===== config.mk =====
export PLATFORM = sky130hd
export DESIGN_NAME = base64_stream_decoder_top
export DESIGN_NICKNAME = d
export VERILOG_FILES = /design/src/rtl/core/b64d_pkg.sv /design/src/rtl/core/b64d_front.sv /design/src/rtl/core/b64d_queue.sv /design/src/rtl/core/b64d_back.sv /design/src/rtl/core/base64_stream_decoder_top.sv
export SDC_FILE = /design/constraint.sdc
export NUM_CORES = 1
export LEC_CHECK = 0
export BUFFER_PORTS_ARGS = -buffer_cell sky130_fd_sc_hd__buf_2
export CORE_MARGIN = 10
export CORE_UTILIZATION = 38
export DETAILED_ROUTE_END_ITERATION = 8
export HOLD_SLACK_MARGIN = 0.15
export PLACE_DENSITY = 0.6
export RECOVER_POWER = 50
export SLEW_MARGIN = 25
export SYNTH_ARGS = -nofsm -noshare
export SYNTH_HDL_FRONTEND = slang
export SYNTH_SLANG_ARGS = --single-unit
export TNS_END_PERCENT = 1

===== constraint.sdc =====
create_clock -name clk -period 3.7 [get_ports clk]
set_clock_uncertainty 0.2 [all_clocks]
set_input_delay 0.185 -clock clk [delete_from_list [all_inputs] [get_ports clk]]
set_output_delay 0.185 -clock clk [all_outputs]
set_load 0.05 [all_outputs]

===== src/rtl/core/b64d_pkg.sv =====
`timescale 1ns / 1ps
// ----------------------------------------------------------------------------
// b64d_pkg
// Shared types, constants and the character classifier of the base64 decoder.
// ----------------------------------------------------------------------------
package b64d_pkg;

  localparam int QUEUE_DEPTH = 2;

  localparam logic [7:0] PAD_CHAR = 8'h3D;

  typedef enum logic [1:0] {
    KIND_NONE,
    KIND_SEXTET,
    KIND_PAD,
    KIND_INVALID
  } b64d_kind_t;

  typedef struct packed {
    b64d_kind_t kind;
    logic [5:0] sextet;
    logic       last;
  } b64d_entry_t;

  function automatic b64d_entry_t classify(input logic [7:0] c, input logic present,
                                           input logic last);
    b64d_entry_t e;
    e.last   = last;
    e.sextet = 6'd0;
    e.kind   = KIND_INVALID;
    if (!present) begin
      e.kind = KIND_NONE;
    end else if (c >= 8'h41 && c <= 8'h5A) begin
      e.kind   = KIND_SEXTET;
      e.sextet = 6'(c - 8'h41);
    end else if (c >= 8'h61 && c <= 8'h7A) begin
      e.kind   = KIND_SEXTET;
      e.sextet = 6'(c - 8'h61 + 8'd26);
    end else if (c >= 8'h30 && c <= 8'h39) begin
      e.kind   = KIND_SEXTET;
      e.sextet = 6'(c - 8'h30 + 8'd52);
    end else if (c == 8'h2B) begin
      e.kind   = KIND_SEXTET;
      e.sextet = 6'd62;
    end else if (c == 8'h2F) begin
      e.kind   = KIND_SEXTET;
      e.sextet = 6'd63;
    end else if (c == PAD_CHAR) begin
      e.kind = KIND_PAD;
    end else if (c == 8'h20 || c == 8'h09 || c == 8'h0D || c == 8'h0A) begin
      e.kind = KIND_NONE;
    end
    return e;
  endfunction

endpackage


===== src/rtl/core/b64d_front.sv =====
`timescale 1ns / 1ps
// ----------------------------------------------------------------------------
// b64d_front
// Accepts characters, classifies them and pushes the words that matter.
// ----------------------------------------------------------------------------
module b64d_front (
  input  logic                  in_valid,
  output logic                  in_ready,
  input  logic [7:0]            in_char,
  input  logic                  char_present,
  input  logic                  end_of_text,
  input  logic                  q_full,
  output logic                  push,
  output b64d_pkg::b64d_entry_t push_data
);

  assign push_data = b64d_pkg::classify(in_char, char_present, end_of_text);
  assign in_ready  = !q_full;
  // Whitespace and bare markers without an end have no effect and are dropped.
  assign push      = in_valid && !q_full &&
                     (push_data.kind != b64d_pkg::KIND_NONE || push_data.last);

endmodule


===== src/rtl/core/b64d_queue.sv =====
`timescale 1ns / 1ps
// ----------------------------------------------------------------------------
// b64d_queue
// Small register queue between the classifier and the decode back end.
// ----------------------------------------------------------------------------
module b64d_queue #(
  parameter int DEPTH = b64d_pkg::QUEUE_DEPTH
) (
  input  logic                  clk,
  input  logic                  rst,
  input  logic                  push,
  input  b64d_pkg::b64d_entry_t push_data,
  output logic                  full,
  input  logic                  pop,
  output logic                  q_valid,
  output b64d_pkg::b64d_entry_t q_data
);

  localparam int PTR_W = (DEPTH > 1) ? $clog2(DEPTH) : 1;
  localparam int CNT_W = $clog2(DEPTH + 1);

  b64d_pkg::b64d_entry_t entries [DEPTH];
  logic [PTR_W-1:0] wr_ptr;
  logic [PTR_W-1:0] rd_ptr;
  logic [CNT_W-1:0] count;

  assign full    = (count == CNT_W'(DEPTH));
  assign q_valid = (count != '0);
  assign q_data  = entries[rd_ptr];

  always_ff @(posedge clk) begin
    if (push) begin
      entries[wr_ptr] <= push_data;
    end
  end

  always_ff @(posedge clk) begin
    if (rst) begin
      wr_ptr <= '0;
      rd_ptr <= '0;
      count  <= '0;
    end else begin
      if (push) begin
        wr_ptr <= (wr_ptr == PTR_W'(DEPTH - 1)) ? '0 : wr_ptr + 1'b1;
      end
      if (pop) begin
        rd_ptr <= (rd_ptr == PTR_W'(DEPTH - 1)) ? '0 : rd_ptr + 1'b1;
      end
      unique case ({push, pop})
        2'b10:   count <= count + 1'b1;
        2'b01:   count <= count - 1'b1;
        default: count <= count;
      endcase
    end
  end

endmodule


===== src/rtl/core/b64d_back.sv =====
`timescale 1ns / 1ps
// ----------------------------------------------------------------------------
// b64d_back
// Bit accumulator, stop and error tracking, and the output register.
// ----------------------------------------------------------------------------
module b64d_back (
  input  logic                  clk,
  input  logic                  rst,
  input  logic                  q_valid,
  input  b64d_pkg::b64d_entry_t q_data,
  output logic                  pop,
  output logic                  out_valid,
  input  logic                  out_ready,
  output logic [7:0]            out_byte,
  output logic                  byte_valid,
  output logic                  end_of_result,
  output logic                  status
);

  logic [12:0] acc;
  logic [2:0]  cnt;
  logic        stopped;
  logic        error_seen;
  logic        pend_close;

  logic [12:0] acc_next;
  logic [2:0]  cnt_next;
  logic        stopped_next;
  logic        error_next;
  logic [3:0]  cnt6;
  logic        byte_out;
  logic [12:0] shifted;
  logic        out_free;
  logic        close_load;

  assign out_free = !out_valid || out_ready;
  assign pop      = q_valid && out_free && !pend_close;

  always_comb begin
    acc_next     = acc;
    cnt_next     = cnt;
    stopped_next = stopped;
    error_next   = error_seen;
    byte_out     = 1'b0;
    cnt6         = {1'b0, cnt} + 4'd6;
    shifted      = '0;
    if (!stopped) begin
      unique case (q_data.kind)
        b64d_pkg::KIND_SEXTET: begin
          acc_next = {acc[6:0], q_data.sextet};
          cnt_next = cnt6[2:0];
          byte_out = cnt6[3];
          shifted  = acc_next >> cnt_next;
        end
        b64d_pkg::KIND_PAD: begin
          stopped_next = 1'b1;
        end
        b64d_pkg::KIND_INVALID: begin
          stopped_next = 1'b1;
          error_next   = 1'b1;
        end
        default: begin
        end
      endcase
    end
  end

  assign close_load = out_free &&
                      (pend_close || (pop && q_data.last && !byte_out));

  always_ff @(posedge clk) begin
    if (rst) begin
      acc        <= '0;
      cnt        <= '0;
      stopped    <= 1'b0;
      error_seen <= 1'b0;
      pend_close <= 1'b0;
      out_valid  <= 1'b0;
    end else begin
      if (close_load || (pop && byte_out)) begin
        out_valid <= 1'b1;
      end else if (out_ready) begin
        out_valid <= 1'b0;
      end
      if (close_load) begin
        out_byte      <= 8'd0;
        byte_valid    <= 1'b0;
        end_of_result <= 1'b1;
        status        <= pend_close ? error_seen : error_next;
        pend_close    <= 1'b0;
        acc           <= '0;
        cnt           <= '0;
        stopped       <= 1'b0;
        error_seen    <= 1'b0;
      end else if (pop) begin
        acc        <= acc_next;
        cnt        <= cnt_next;
        stopped    <= stopped_next;
        error_seen <= error_next;
        if (byte_out) begin
          out_byte      <= shifted[7:0];
          byte_valid    <= 1'b1;
          end_of_result <= 1'b0;
          status        <= 1'b0;
          pend_close    <= q_data.last;
        end
      end
    end
  end

`ifndef SYNTHESIS
  a_cnt_even: assert property (@(posedge clk) disable iff (rst) !cnt[0])
    else $error("bit count is odd");
  a_pend_byte: assert property (@(posedge clk) disable iff (rst)
    pend_close |-> (out_valid && byte_valid))
    else $error("pending close without a byte in the output register");
  a_one_kind: assert property (@(posedge clk) disable iff (rst)
    out_valid |-> (byte_valid ^ end_of_result))
    else $error("result is neither a byte nor a close, or both");
  a_byte_status: assert property (@(posedge clk) disable iff (rst)
    (out_valid && byte_valid) |-> !status)
    else $error("status set on a byte result");
  a_close_clears: assert property (@(posedge clk) disable iff (rst)
    close_load |=> (cnt == 3'd0 && !stopped && !error_seen && !pend_close))
    else $error("state not cleared after closing result");
`endif

endmodule


===== src/rtl/core/base64_stream_decoder_top.sv =====
`timescale 1ns / 1ps
// ----------------------------------------------------------------------------
// base64_stream_decoder_top
// Base64 text decoder, standard alphabet, one character per word.
// ----------------------------------------------------------------------------
// The decoder takes one character per cycle while the queue is not full. A
// character is classified in the cycle it is accepted and written to a short
// queue; the back end takes one queued word per cycle while the output register
// is free and no close is pending, into the bit accumulator and the output
// register. The back end gives out one result per cycle unless the output
// stalls: a word that completes a byte and ends the text holds the back end
// for the byte and the closing result, and the queue absorbs that hold and any
// output stall until it fills. Whitespace is dropped at the front, '=' stops
// decoding, and an invalid character stops decoding with status 1 on the
// closing result; on status 1 the bytes of that text are to be discarded.
module base64_stream_decoder_top #(
  parameter int QUEUE_DEPTH = b64d_pkg::QUEUE_DEPTH
) (
  input  logic       clk,
  input  logic       rst,
  input  logic       in_valid,
  output logic       in_ready,
  input  logic [7:0] in_char,
  input  logic       char_present,
  input  logic       end_of_text,
  output logic       out_valid,
  input  logic       out_ready,
  output logic [7:0] out_byte,
  output logic       byte_valid,
  output logic       end_of_result,
  output logic       status
);

  logic                  q_full;
  logic                  push;
  b64d_pkg::b64d_entry_t push_data;
  logic                  pop;
  logic                  q_valid;
  b64d_pkg::b64d_entry_t q_data;

  b64d_front u_front (
    .in_valid     (in_valid),
    .in_ready     (in_ready),
    .in_char      (in_char),
    .char_present (char_present),
    .end_of_text  (end_of_text),
    .q_full       (q_full),
    .push         (push),
    .push_data    (push_data)
  );

  b64d_queue #(
    .DEPTH (QUEUE_DEPTH)
  ) u_queue (
    .clk       (clk),
    .rst       (rst),
    .push      (push),
    .push_data (push_data),
    .full      (q_full),
    .pop       (pop),
    .q_valid   (q_valid),
    .q_data    (q_data)
  );

  b64d_back u_back (
    .clk           (clk),
    .rst           (rst),
    .q_valid       (q_valid),
    .q_data        (q_data),
    .pop           (pop),
    .out_valid     (out_valid),
    .out_ready     (out_ready),
    .out_byte      (out_byte),
    .byte_valid    (byte_valid),
    .end_of_result (end_of_result),
    .status        (status)
  );

endmodule


After elaboration in Yosys (flattened, before gate mapping). Memory sizes are Yosys's and may differ from the RTL's. A register that Yosys moved wholly into a read port is not among the register bits. Cells that the tools add are included.

Memories: 1. Output and inout bits: 13. Bits in writable memories: 18. Word-level logic and storage cells: 114. Bits in registers: 29.

Memory list: u_queue.entries (depth 2, bits a word 9, read ports 1, clocked after memory_dff 1, write ports 1, line b64d_queue.sv:22) `b64d_pkg::b64d_entry_t entries [DEPTH];`.

Bitwise gates (word level): 2. Muxes and demuxes: 35. Reductions and logical operators: 33. Magnitude comparators: 6. $add $sub $neg: 10. Equal/unequal tests: 13. Shift operators: 1.

Operators with widths (number): 8-bit 2-to-1 mux (8); 8-bit by 6-bit equality test with 1-bit output (second input constant) (4); 8-bit by 4-bit equality test with 1-bit output (second input constant) (3); 1-bit 2-to-1 mux (20); 8-bit by 7-bit >= comparator with 1-bit output (second input constant) (2); 8-bit by 7-bit less-or-equal comparator with 1-bit output (second input constant) (2); 13-bit by 3-bit right shift with 8-bit output (1); 6-bit 2-to-1 mux (2); 2-bit nonzero test (6); 6-bit subtractor (second input constant) (2); 1-bit logical AND (11); 2-bit equality test (second input constant) (4); 8-bit by 6-bit >= comparator with 1-bit output (second input constant) (1); 8-bit by 6-bit less-or-equal comparator with 1-bit output (second input constant) (1); 2-bit 2-to-1 mux (4); 1-bit logical OR (7); 6-bit by 5-bit adder with 6-bit output (second input constant) (1); 6-bit adder (second input constant) (1); 3-bit AND reduction (2); 6-bit by 1-bit subtractor with 6-bit output (second input constant) (1); 3-bit by 3-bit adder with 4-bit output (second input constant) (1); 2-bit by 1-bit equality test with 1-bit output (second input constant) (2); 1-bit logical NOT (4); 2-bit one-hot mux with 2 select lines (1); other kinds (6) (9).

Logic depth before layout (Yosys ltp). Gate-level depths: netlist of run 1.

Word-level depth: 17. Gate-level depth with buffers: 11. Gate-level depth less buffers: 10.

Modules after synthesis. From an unflattened synthesis of run 1, not the netlist that was laid out.

Cells, all modules: 247. Area total of the unflattened synthesis: 2678.8 sq um.

By module, submodules not included: b64d_back (times used 1, area each 1169.9 sq um, cells an instance 101, seq. area each 590.6 sq um); b64d_queue (times used 1, area each 854.6 sq um, cells an instance 50, seq. area each 640.6 sq um); b64d_front (times used 1, area each 654.4 sq um, cells an instance 96, seq. area each 0.0 sq um).

Least setup slack after synthesis of run 1. No wires, ideal clock.

Kind: input to register. Start: input in_char[2]. End: register u_queue.count[1]. Slack: 0.972 ns. Cell stages on the path: 9. Arrival time: 2.458 ns. Required time: 3.430 ns. Cells stage by stage: clkbuf_1 inv_1 ha_1 o2111a_1 a41o_1 o41ai_2 ha_1 or3_1 a21oi_1.

Longest elaborated chain between the ends: 17. Elaborated cells between the ends (all ways): 34. Those cells by class: order compare: 6; eq/ne: 9; mux: 9; reduce/logical: 10.

Ends and longest elaborated chain: start: declaration (line base64_stream_decoder_top.sv:23) `input logic [7:0] in_char,`; 8-bit by 6-bit equality test with 1-bit output / 8-bit by 4-bit equality test with 1-bit output (equally long branches) (line b64d_pkg.sv:50) `end else if (c == 8'h20 || c == 8'h09 || c == 8'h0D || c == 8'h0A) begin`; 1-bit logical OR (3 in series) (line b64d_pkg.sv:50); 2-bit 2-to-1 mux (line b64d_pkg.sv:50); 2-bit 2-to-1 mux (line b64d_pkg.sv:48) `end else if (c == PAD_CHAR) begin`; 2-bit 2-to-1 mux (line b64d_pkg.sv:45) `end else if (c == 8'h2F) begin`; 8-bit 2-to-1 mux (line b64d_pkg.sv:42) `end else if (c == 8'h2B) begin`; 8-bit 2-to-1 mux (line b64d_pkg.sv:39) `end else if (c >= 8'h30 && c <= 8'h39) begin`; 8-bit 2-to-1 mux (line b64d_pkg.sv:36) `end else if (c >= 8'h61 && c <= 8'h7A) begin`; 8-bit 2-to-1 mux * (line b64d_pkg.sv:33) `end else if (c >= 8'h41 && c <= 8'h5A) begin`; 2-bit 2-to-1 mux * (line b64d_pkg.sv:31) `if (!present) begin`; 2-bit nonzero test * (line b64d_front.sv:21) `(push_data.kind != b64d_pkg::KIND_NONE || push_data.last);`; 1-bit logical OR * (line b64d_front.sv:21); 1-bit logical AND * (line b64d_front.sv:20) `assign push = in_valid && !q_full &&`; 2-bit by 1-bit equality test with 1-bit output / 2-bit equality test (equally long branches) (line b64d_queue.sv:49) `unique case ({push, pop})`; 2-bit one-hot mux with 2 select lines / 2-bit nonzero test (equally long branches); end signal: assignment (line b64d_queue.sv:50) `2'b10: count <= count + 1'b1;`; end signal: assignment (line b64d_queue.sv:51) `2'b01: count <= count - 1'b1;`; end signal: assignment (line b64d_queue.sv:52) `default: count <= count;`; end: declaration (line b64d_queue.sv:25) `logic [CNT_W-1:0] count;`.

Mark *: on every way between the ends. The rest lies on a longest branch, timed or not. A chain may end at the register's enable or synchronous reset.

Final worst setup path of run 1. Same ends and word-level chain as after synthesis.

==> impl_metrics.ini, run 1 <==
[pwr]
power_leakage_nw = 1.03
vdd.ir_drop.worst_mv = 0.153
power.switching_fraction_pct = 36.1
p_int_w = 0.00101
cellPowerDensity_nw_per_um2 = 540
comb_power_share_pct = 35.7
pnr_total_power_w = 0.00158
pwr-share-clk_pct = 19.3
net-switching-power_w = 0.000573
share_seq_of_total_power_pct = 45.0

[global_route]
wire_length_of_the_first_global_routing_pass_um = 8250
grt_use_met2_pct = 15.2
first_global_vias = 1792
grtUsageTotal_pct = 9.50
grt_antenna_before_repair = 0
grt_start_max_net_pins = 19
grt_busiest_layer = met2
grtUsageMet3_pct = 1.46
overflow_after_grt = 0
gr_util_met1_pct = 12.4

[cts]
cts_buffer_depth = 2
clk_lat_worst_skew_ns = 0.29
cts_repair_resizes = 0
path_clk_slew_ns = 0.08
root_buffer = clkbuf_8
cts_inserted_buffers = 5
tritoncts = done
numClockSinks = 47
ctsHtreeMaxLevel = 2

[logic_synthesis]
yosys_warnings = 0
syn-num-nets = 283
yosys.area_share.adder_pct = 5.21
dominantRegCellSynth = edfxtp_1
synth_async_sr_flop_share_pct = 0
synth_seq_area_share_pct = 46.6
synth_top_family_by_area = compound AO/OA/AOI/OAI gates
post_synth_instance_area_um2 = 2640
synth_enable_flop_cells = 29
syn_inst = 258
fraction_of_the_mapped_netlist_area_in_compound_gates_pct = 18.4
post_synthesis_xor_xnor_area_fraction_pct = 4.31
synth.lib_cells_used.distinct = 56
syn_avg_cell_area_um2 = 10.2
synth_seq_cells = 47
post_synth_mux_area_share_pct = 5.92
share_of_synthesized_cell_area_in_and_or_nand_and_nor_gates_pct = 15.2

[setup_path]
worst-path-buf-inv = 2
critPathSlowestCell = o41ai_2
cpLargestDelayFamily = compound AO/OA/AOI/OAI gates
start_kind = primary input
r2r_slack_ns = 1.09
worstPathArrival_ns = 2.81
criticalPathCategory = in2reg
ff2ff_path_depth = 6
worst_ep_required_time_ns = 3.73
path_cells = clkbuf_1 -> inv_1 -> ha_1 -> o2111a_1 -> a41o_1 -> o41ai_2 -> ha_1 -> or3_1 -> a21oi_1
worst_path_most_repeated_cell = ha_1
reg2reg_from = u_back.out_valid$_SDFFE_PP0P_
crit_path_max_fanout = 9
biggest_cell_delay_along_the_critical_path_ns = 0.40
crit_path_end_kind = flop
worst_r2r_endpoint = u_back.acc[6]$_SDFFE_PP0P_

[routing]
wl_per_cell_um = 12.6
detailed_route_wire_length_um = 4800
via_count = 1888
via_per_inst = 4.96
firstDrtPassIters = 4
dr.first_iter.drc_count = 68
drcViolationCount = 0
drtAntennaViolNets = 0

[floorplan]
die_area_um2 = 10700
design.portCount = 27
starting_utilization_of_the_core_area_pct = 38.9
std_cell_rows = 30
die_height_um = 103
die_w_um = 103
core_area_um2 = 6790

[hold_path]
min_path_cells = 5
hold_path.class = in2reg
min_delay_worst_endpoint = u_queue.wr_ptr$_SDFFE_PP0P_
worst_hold_startpoint = in_valid

[sta]
max-slew-margin-rel_pct = 28.9
worst_slew_pin_slew_ns = 1.05
min_period_ns = 2.78
rsz0062_at_grt = false
least_setup_slack_across_all_paths_after_layout_ns = 0.925
max_clock_freq_ghz = 0.360
maxSlewViolCount = 0
final-setup-viol-count = 0
hold_viol = 0
final_min_period_over_clock_period_pct = 75.0
timing.setup.tns_ns = 0

[place]
gp_congestion = 0.874
post-place-ws_ns = 0.846
dpl.hpwl_um = 3630
portBuffers = 26

[run]
cap_violations = 0

[cells_and_area]
layout_common_cells = nor2_1 (35), edfxtp_1 (29), a21oi_1 (19), dfxtp_1 (18), clkbuf_1 (17)
areaGrowthSynthToFinish_pct = 11.1
antennaDiodeCount = 0
final_layout_size_suffix_gt1_share_pct = 10.2
layout_commonest_cell = nor2_1
nNetsFinal = 309
final_util_pct = 43.2
nFillCells = 676

[outcome]
status = finished clean
cell type report:
cell class	count	area (µm²)	area share, %
clock buffers	7	86.3	2.94
inverters	12	45.0	1.53
flip-flops and latches	47	1230	41.9
well taps	96	120	4.09
repair buffers	33	170	5.79
clock inverters	1	5.00	0.170
multi-input cells	185	1280	43.5
synthesized netlist by cell type (4+ instances only):
cell,number,share of area (%)
buf_2,4,0.76
edfxtp_1,29,33
dfxtp_1,18,14
nor2b_1,10,2.4
a211oi_1,13,3.7
clkbuf_1,7,0.99
o21ai_0,4,0.76
nor2_1,35,5.0
mux2i_1,10,3.8
a21oi_1,19,3.6
nand3_1,5,0.95
nor3_1,6,1.1
nand2_1,10,1.4
inv_1,11,1.6
ha_1,11,5.2
xnor2_1,10,3.3
a31oi_1,4,0.95
cells by family after synthesis:
group	after synthesis
flip-flops	47
XOR/XNOR	13
adder cells (fa/ha/maj)	11
AO/OA/AOI/OAI	66
multiplexers	14
AND/OR/NAND/NOR	81
buffers and inverters	26
metrics by stage:
| stage | cells | hold WS (ns) | cell area (µm²) |
|---|---|---|---|
| 5_1_grt | 381 | 0.205 | 2940 |
| 4_1_cts | 381 | 0.157 | 2980 |
| 2_1_floorplan | 258 | 0.0839 | 2640 |
| 3_5_place_dp | 369 | 0.248 | 2850 |
| 6_report | 381 | 0.164 | 2940 |
| 3_3_place_gp | 369 | 0.239 | 2850 |
worst max-delay path by stage:
| stage | start | to | slack [ns] | cells after the start |
|---|---|---|---|---|
| after floorplan | in_char[2] | u_queue.count[1]$_SDFFE_PP0P_ | 0.97 | 9 |
| final | in_char[2] | u_queue.count[1]$_SDFFE_PP0P_ | 0.92 | 9 |
| after global placement | in_char[2] | u_queue.count[1]$_SDFFE_PP0P_ | 0.91 | 9 |
| after detailed placement | in_char[2] | u_queue.count[1]$_SDFFE_PP0P_ | 0.85 | 9 |
| after CTS | in_char[2] | u_queue.count[1]$_SDFFE_PP0P_ | 1.15 | 9 |
| after global routing | out_ready | u_back.acc[5]$_SDFFE_PP0P_ | 0.68 | 8 |
timing repair:
item                      CTS  global route
setup buffers               0             0
hold buffers                4             0
hold endpoints to repair   12             0
power by group through the flow:
stage	Clock, W	Combinational, W	Sequential, W
final	0.000306	0.000566	0.000713
after global routing	0.000342	0.000643	0.000724
after CTS	0.000320	0.000588	0.000713
after detailed placement	0	0.000582	0.000726
after global placement	0	0.000582	0.000723
after floorplan	0	0.000416	0.000781
state kept, by name, summed over array words and instances, names as in the netlist, 2 cells and up, named ones only:
| signal | cells |
|---|---|
| u_queue.entries | 18 |
| u_back.out_byte | 8 |
| u_back.acc | 7 |
| u_back.cnt | 2 |
| u_queue.count | 2 |
layer usage:
metal	vias to the layer above	part of all wire (%)
li1	997	-
met1	851	50
met2	33	45
met3	7	3.5
met4	0	1.8
met5	-	0
worst reg2reg max path, delay by kind of cell (launching register included):
family | cells | cell delay (ns)
buffers and inverters | 1 | 0.58
and+or+nand+nor | 4 | 1.15
DFF | 1 | 0.31
muxes | 1 | 0.26
Power figures use the tool's default switching activity.
==> inputs of run 2 (changes only) <==
ABC_AREA = 1   (was default)
clock period = 2.68 ns   (was 3.7 ns; I/O delays follow)
==> run 2 against run 1 <==
- total power increased by 51%
- wire length increased by 11%
- cell count grew 22%
- critical path type unchanged
- highest routed layer unchanged
==> impl_metrics.ini, run 2 <==
[setup_path]
r2r_slack_ns = 0.47
worstPathArrival_ns = 2.32
start_kind = primary input
worst_ep_required_time_ns = 2.71
criticalPathCategory = in2reg
crit_path_max_fanout = 9
crit_path_end_kind = flop

[floorplan]
die_area_um2 = 11000
die_height_um = 105
core_area_um2 = 6910
std_cell_rows = 30
starting_utilization_of_the_core_area_pct = 39.8
design.portCount = 27
die_w_um = 105

[hold_path]
hold_path.class = in2reg

[place]
postPlaceCellArea_um2 = 3030
post-place-ws_ns = 0.0606
dpl.hpwl_um = 4200
portBuffers = 26
gp_congestion = 0.850

[sta]
final_min_period_over_clock_period_pct = 85.7
least_setup_slack_across_all_paths_after_layout_ns = 0.384
min_period_ns = 2.30
worst_slew_pin_slew_ns = 0.603
max_clock_freq_ghz = 0.436
hold_viol = 0
max-slew-margin-rel_pct = 59.8
maxSlewViolCount = 0
rsz0062_at_grt = false
timing.setup.tns_ns = 0
final-setup-viol-count = 0

[cells_and_area]
layout_common_cells = nand2_1 (78), inv_1 (48), edfxtp_1 (29), nor2_1 (25), a21oi_1 (23)
final_util_pct = 44.9
max_flop_register = u_queue.entries
fin_area_um2 = 3100
top_registers = u_queue.entries (18), u_back.out_byte (8), u_back.acc (7)
layout_commonest_cell = nand2_1
largest_register_ffs = 18
final_layout_size_suffix_gt1_share_pct = 13.8
areaGrowthSynthToFinish_pct = 12.7
nNetsFinal = 394
antennaDiodeCount = 0

[cts]
ctsHtreeMaxLevel = 2
numClockSinks = 47
cts_inserted_buffers = 5
root_buffer = clkbuf_8
clk_lat_worst_skew_ns = 0.29
path_clk_slew_ns = 0.08
tritoncts = done
cts_buffer_depth = 2

[logic_synthesis]
synth_async_sr_flop_share_pct = 0
syn_inst = 327
post-synth-top-area-fraction_pct = 31.7
yosys-top-cells-count = nand2_1 (75), inv_1 (48), edfxtp_1 (29), nor2_1 (24), a21oi_1 (19)
yosys_warnings = 0
dominantRegCellSynth = edfxtp_1
synth_seq_cells = 47
synth_seq_area_share_pct = 44.8
fraction_of_the_mapped_netlist_area_in_compound_gates_pct = 15.2
post_synthesis_xor_xnor_area_fraction_pct = 1.59
synth_top_family_by_area = simple AND/OR/NAND/NOR gates
synth_enable_flop_cells = 29
post_synth_mux_area_share_pct = 0.728
share_of_synthesized_cell_area_in_and_or_nand_and_nor_gates_pct = 24.2
yosysMostFrequentCell = nand2_1
post_synth_instance_area_um2 = 2750
synth.lib_cells_used.distinct = 36
yosys-top-cells-area = edfxtp_1 (32%), dfxtp_1 (13%), nand2_1 (10%)
post-synth-top-area-cell = edfxtp_1
syn_avg_cell_area_um2 = 8.41
yosys.area_share.adder_pct = 5.00
syn-num-nets = 352

[pwr]
cellPowerDensity_nw_per_um2 = 770
power_leakage_nw = 1.30
vdd.ir_drop.worst_mv = 0.221

[routing]
via_per_inst = 4.72
drcViolationCount = 0
drtAntennaViolNets = 0
detailed_route_wire_length_um = 5330
firstDrtPassIters = 4
via_count = 2198
dr.first_iter.drc_count = 103
wl_per_cell_um = 11.4

[global_route]
first_global_vias = 2149
grt_start_max_net_pins = 17
overflow_after_grt = 0
grt_antenna_before_repair = 0
wire_length_of_the_first_global_routing_pass_um = 9340
grtUsageTotal_pct = 9.70

[run]
cap_violations = 0

[outcome]
status = finished clean
## run 2: stage by stage
stage               cells  hold slack (ns)  total power, W
detailed placement    452            0.143         0.00207
CTS                   466            0.199         0.00249
global route          466            0.230         0.00258
finish                466            0.200         0.00239
global placement      452            0.147         0.00207
floorplan             327           0.0329         0.00184
## run 2: critical path: stages
cell,delay (ns)
buf_2,0.16
inv_1,0.12
ha_2,0.24
inv_1,0.07
o21ai_1,0.12
nand2_1,0.07
nand2_2,0.13
nand2_1,0.14
inv_1,0.08
nand3_1,0.09
nand3_1,0.15
nand2_1,0.09
ha_1,0.30
inv_1,0.08
nand2_1,0.06
nor2_1,0.10
o21ai_0,0.08
a21oi_1,0.11
## run 2: cell type report
cell class | instances | area [µm²]
clock inverter | 3 | 15.0
inverter | 49 | 184
timing repair buffer | 42 | 244
sequential | 47 | 1230
clock buffer | 5 | 68.8
fill | 725 | 3810
tap | 96 | 120
multi-input combinational | 224 | 1240
## run 2: where the power goes
part,internal (W),leakage [nW],total [W],switching (W)
clock network,0.000179,0.0477,0.000403,0.000225
registers,0.000920,0.420,0.000999,0.0000795
logic,0.000315,0.834,0.000985,0.000670
## run 2: worst paths after layout
kind,startpoint,depth (start not counted),end
min,out_ready,6,u_back.end_of_result$_SDFFCE_PP1P_
max reg2reg,u_queue.count[0]$_SDFFE_PP0P_,6,u_back.byte_valid$_SDFFCE_PP0P_
max,in_char[2],18,u_queue.count[1]$_SDFFE_PP0P_
min reg2reg,u_queue.rd_ptr$_SDFFE_PP0P_,1,u_queue.rd_ptr$_SDFFE_PP0P_
## run 2: kinds of logic after synthesis
group           Yosys count
xor+xnor                  5
fa+ha+maj                11
compound gates           65
mux                       2
buf+inv                  56
flops                    47
simple gates            141
## run 2: what timing repair did
item | CTS | global route
hold endpoints to repair | 33 | 0
gates resized for setup | 0 | 1
setup buffers | 0 | 0
hold buffers | 6 | 0
endpoints found under the setup margin | 0 | 1
## run 2: routing by layer
metal  track usage, %  vias to the layer above  part of all wire [%]
met1             10.7                      978                    46
li1                 -                     1160                     -
met4             4.02                        0                   1.6
met2             17.0                       51                    47
met3             2.83                        9                   5.5
met5                0                        -                     0
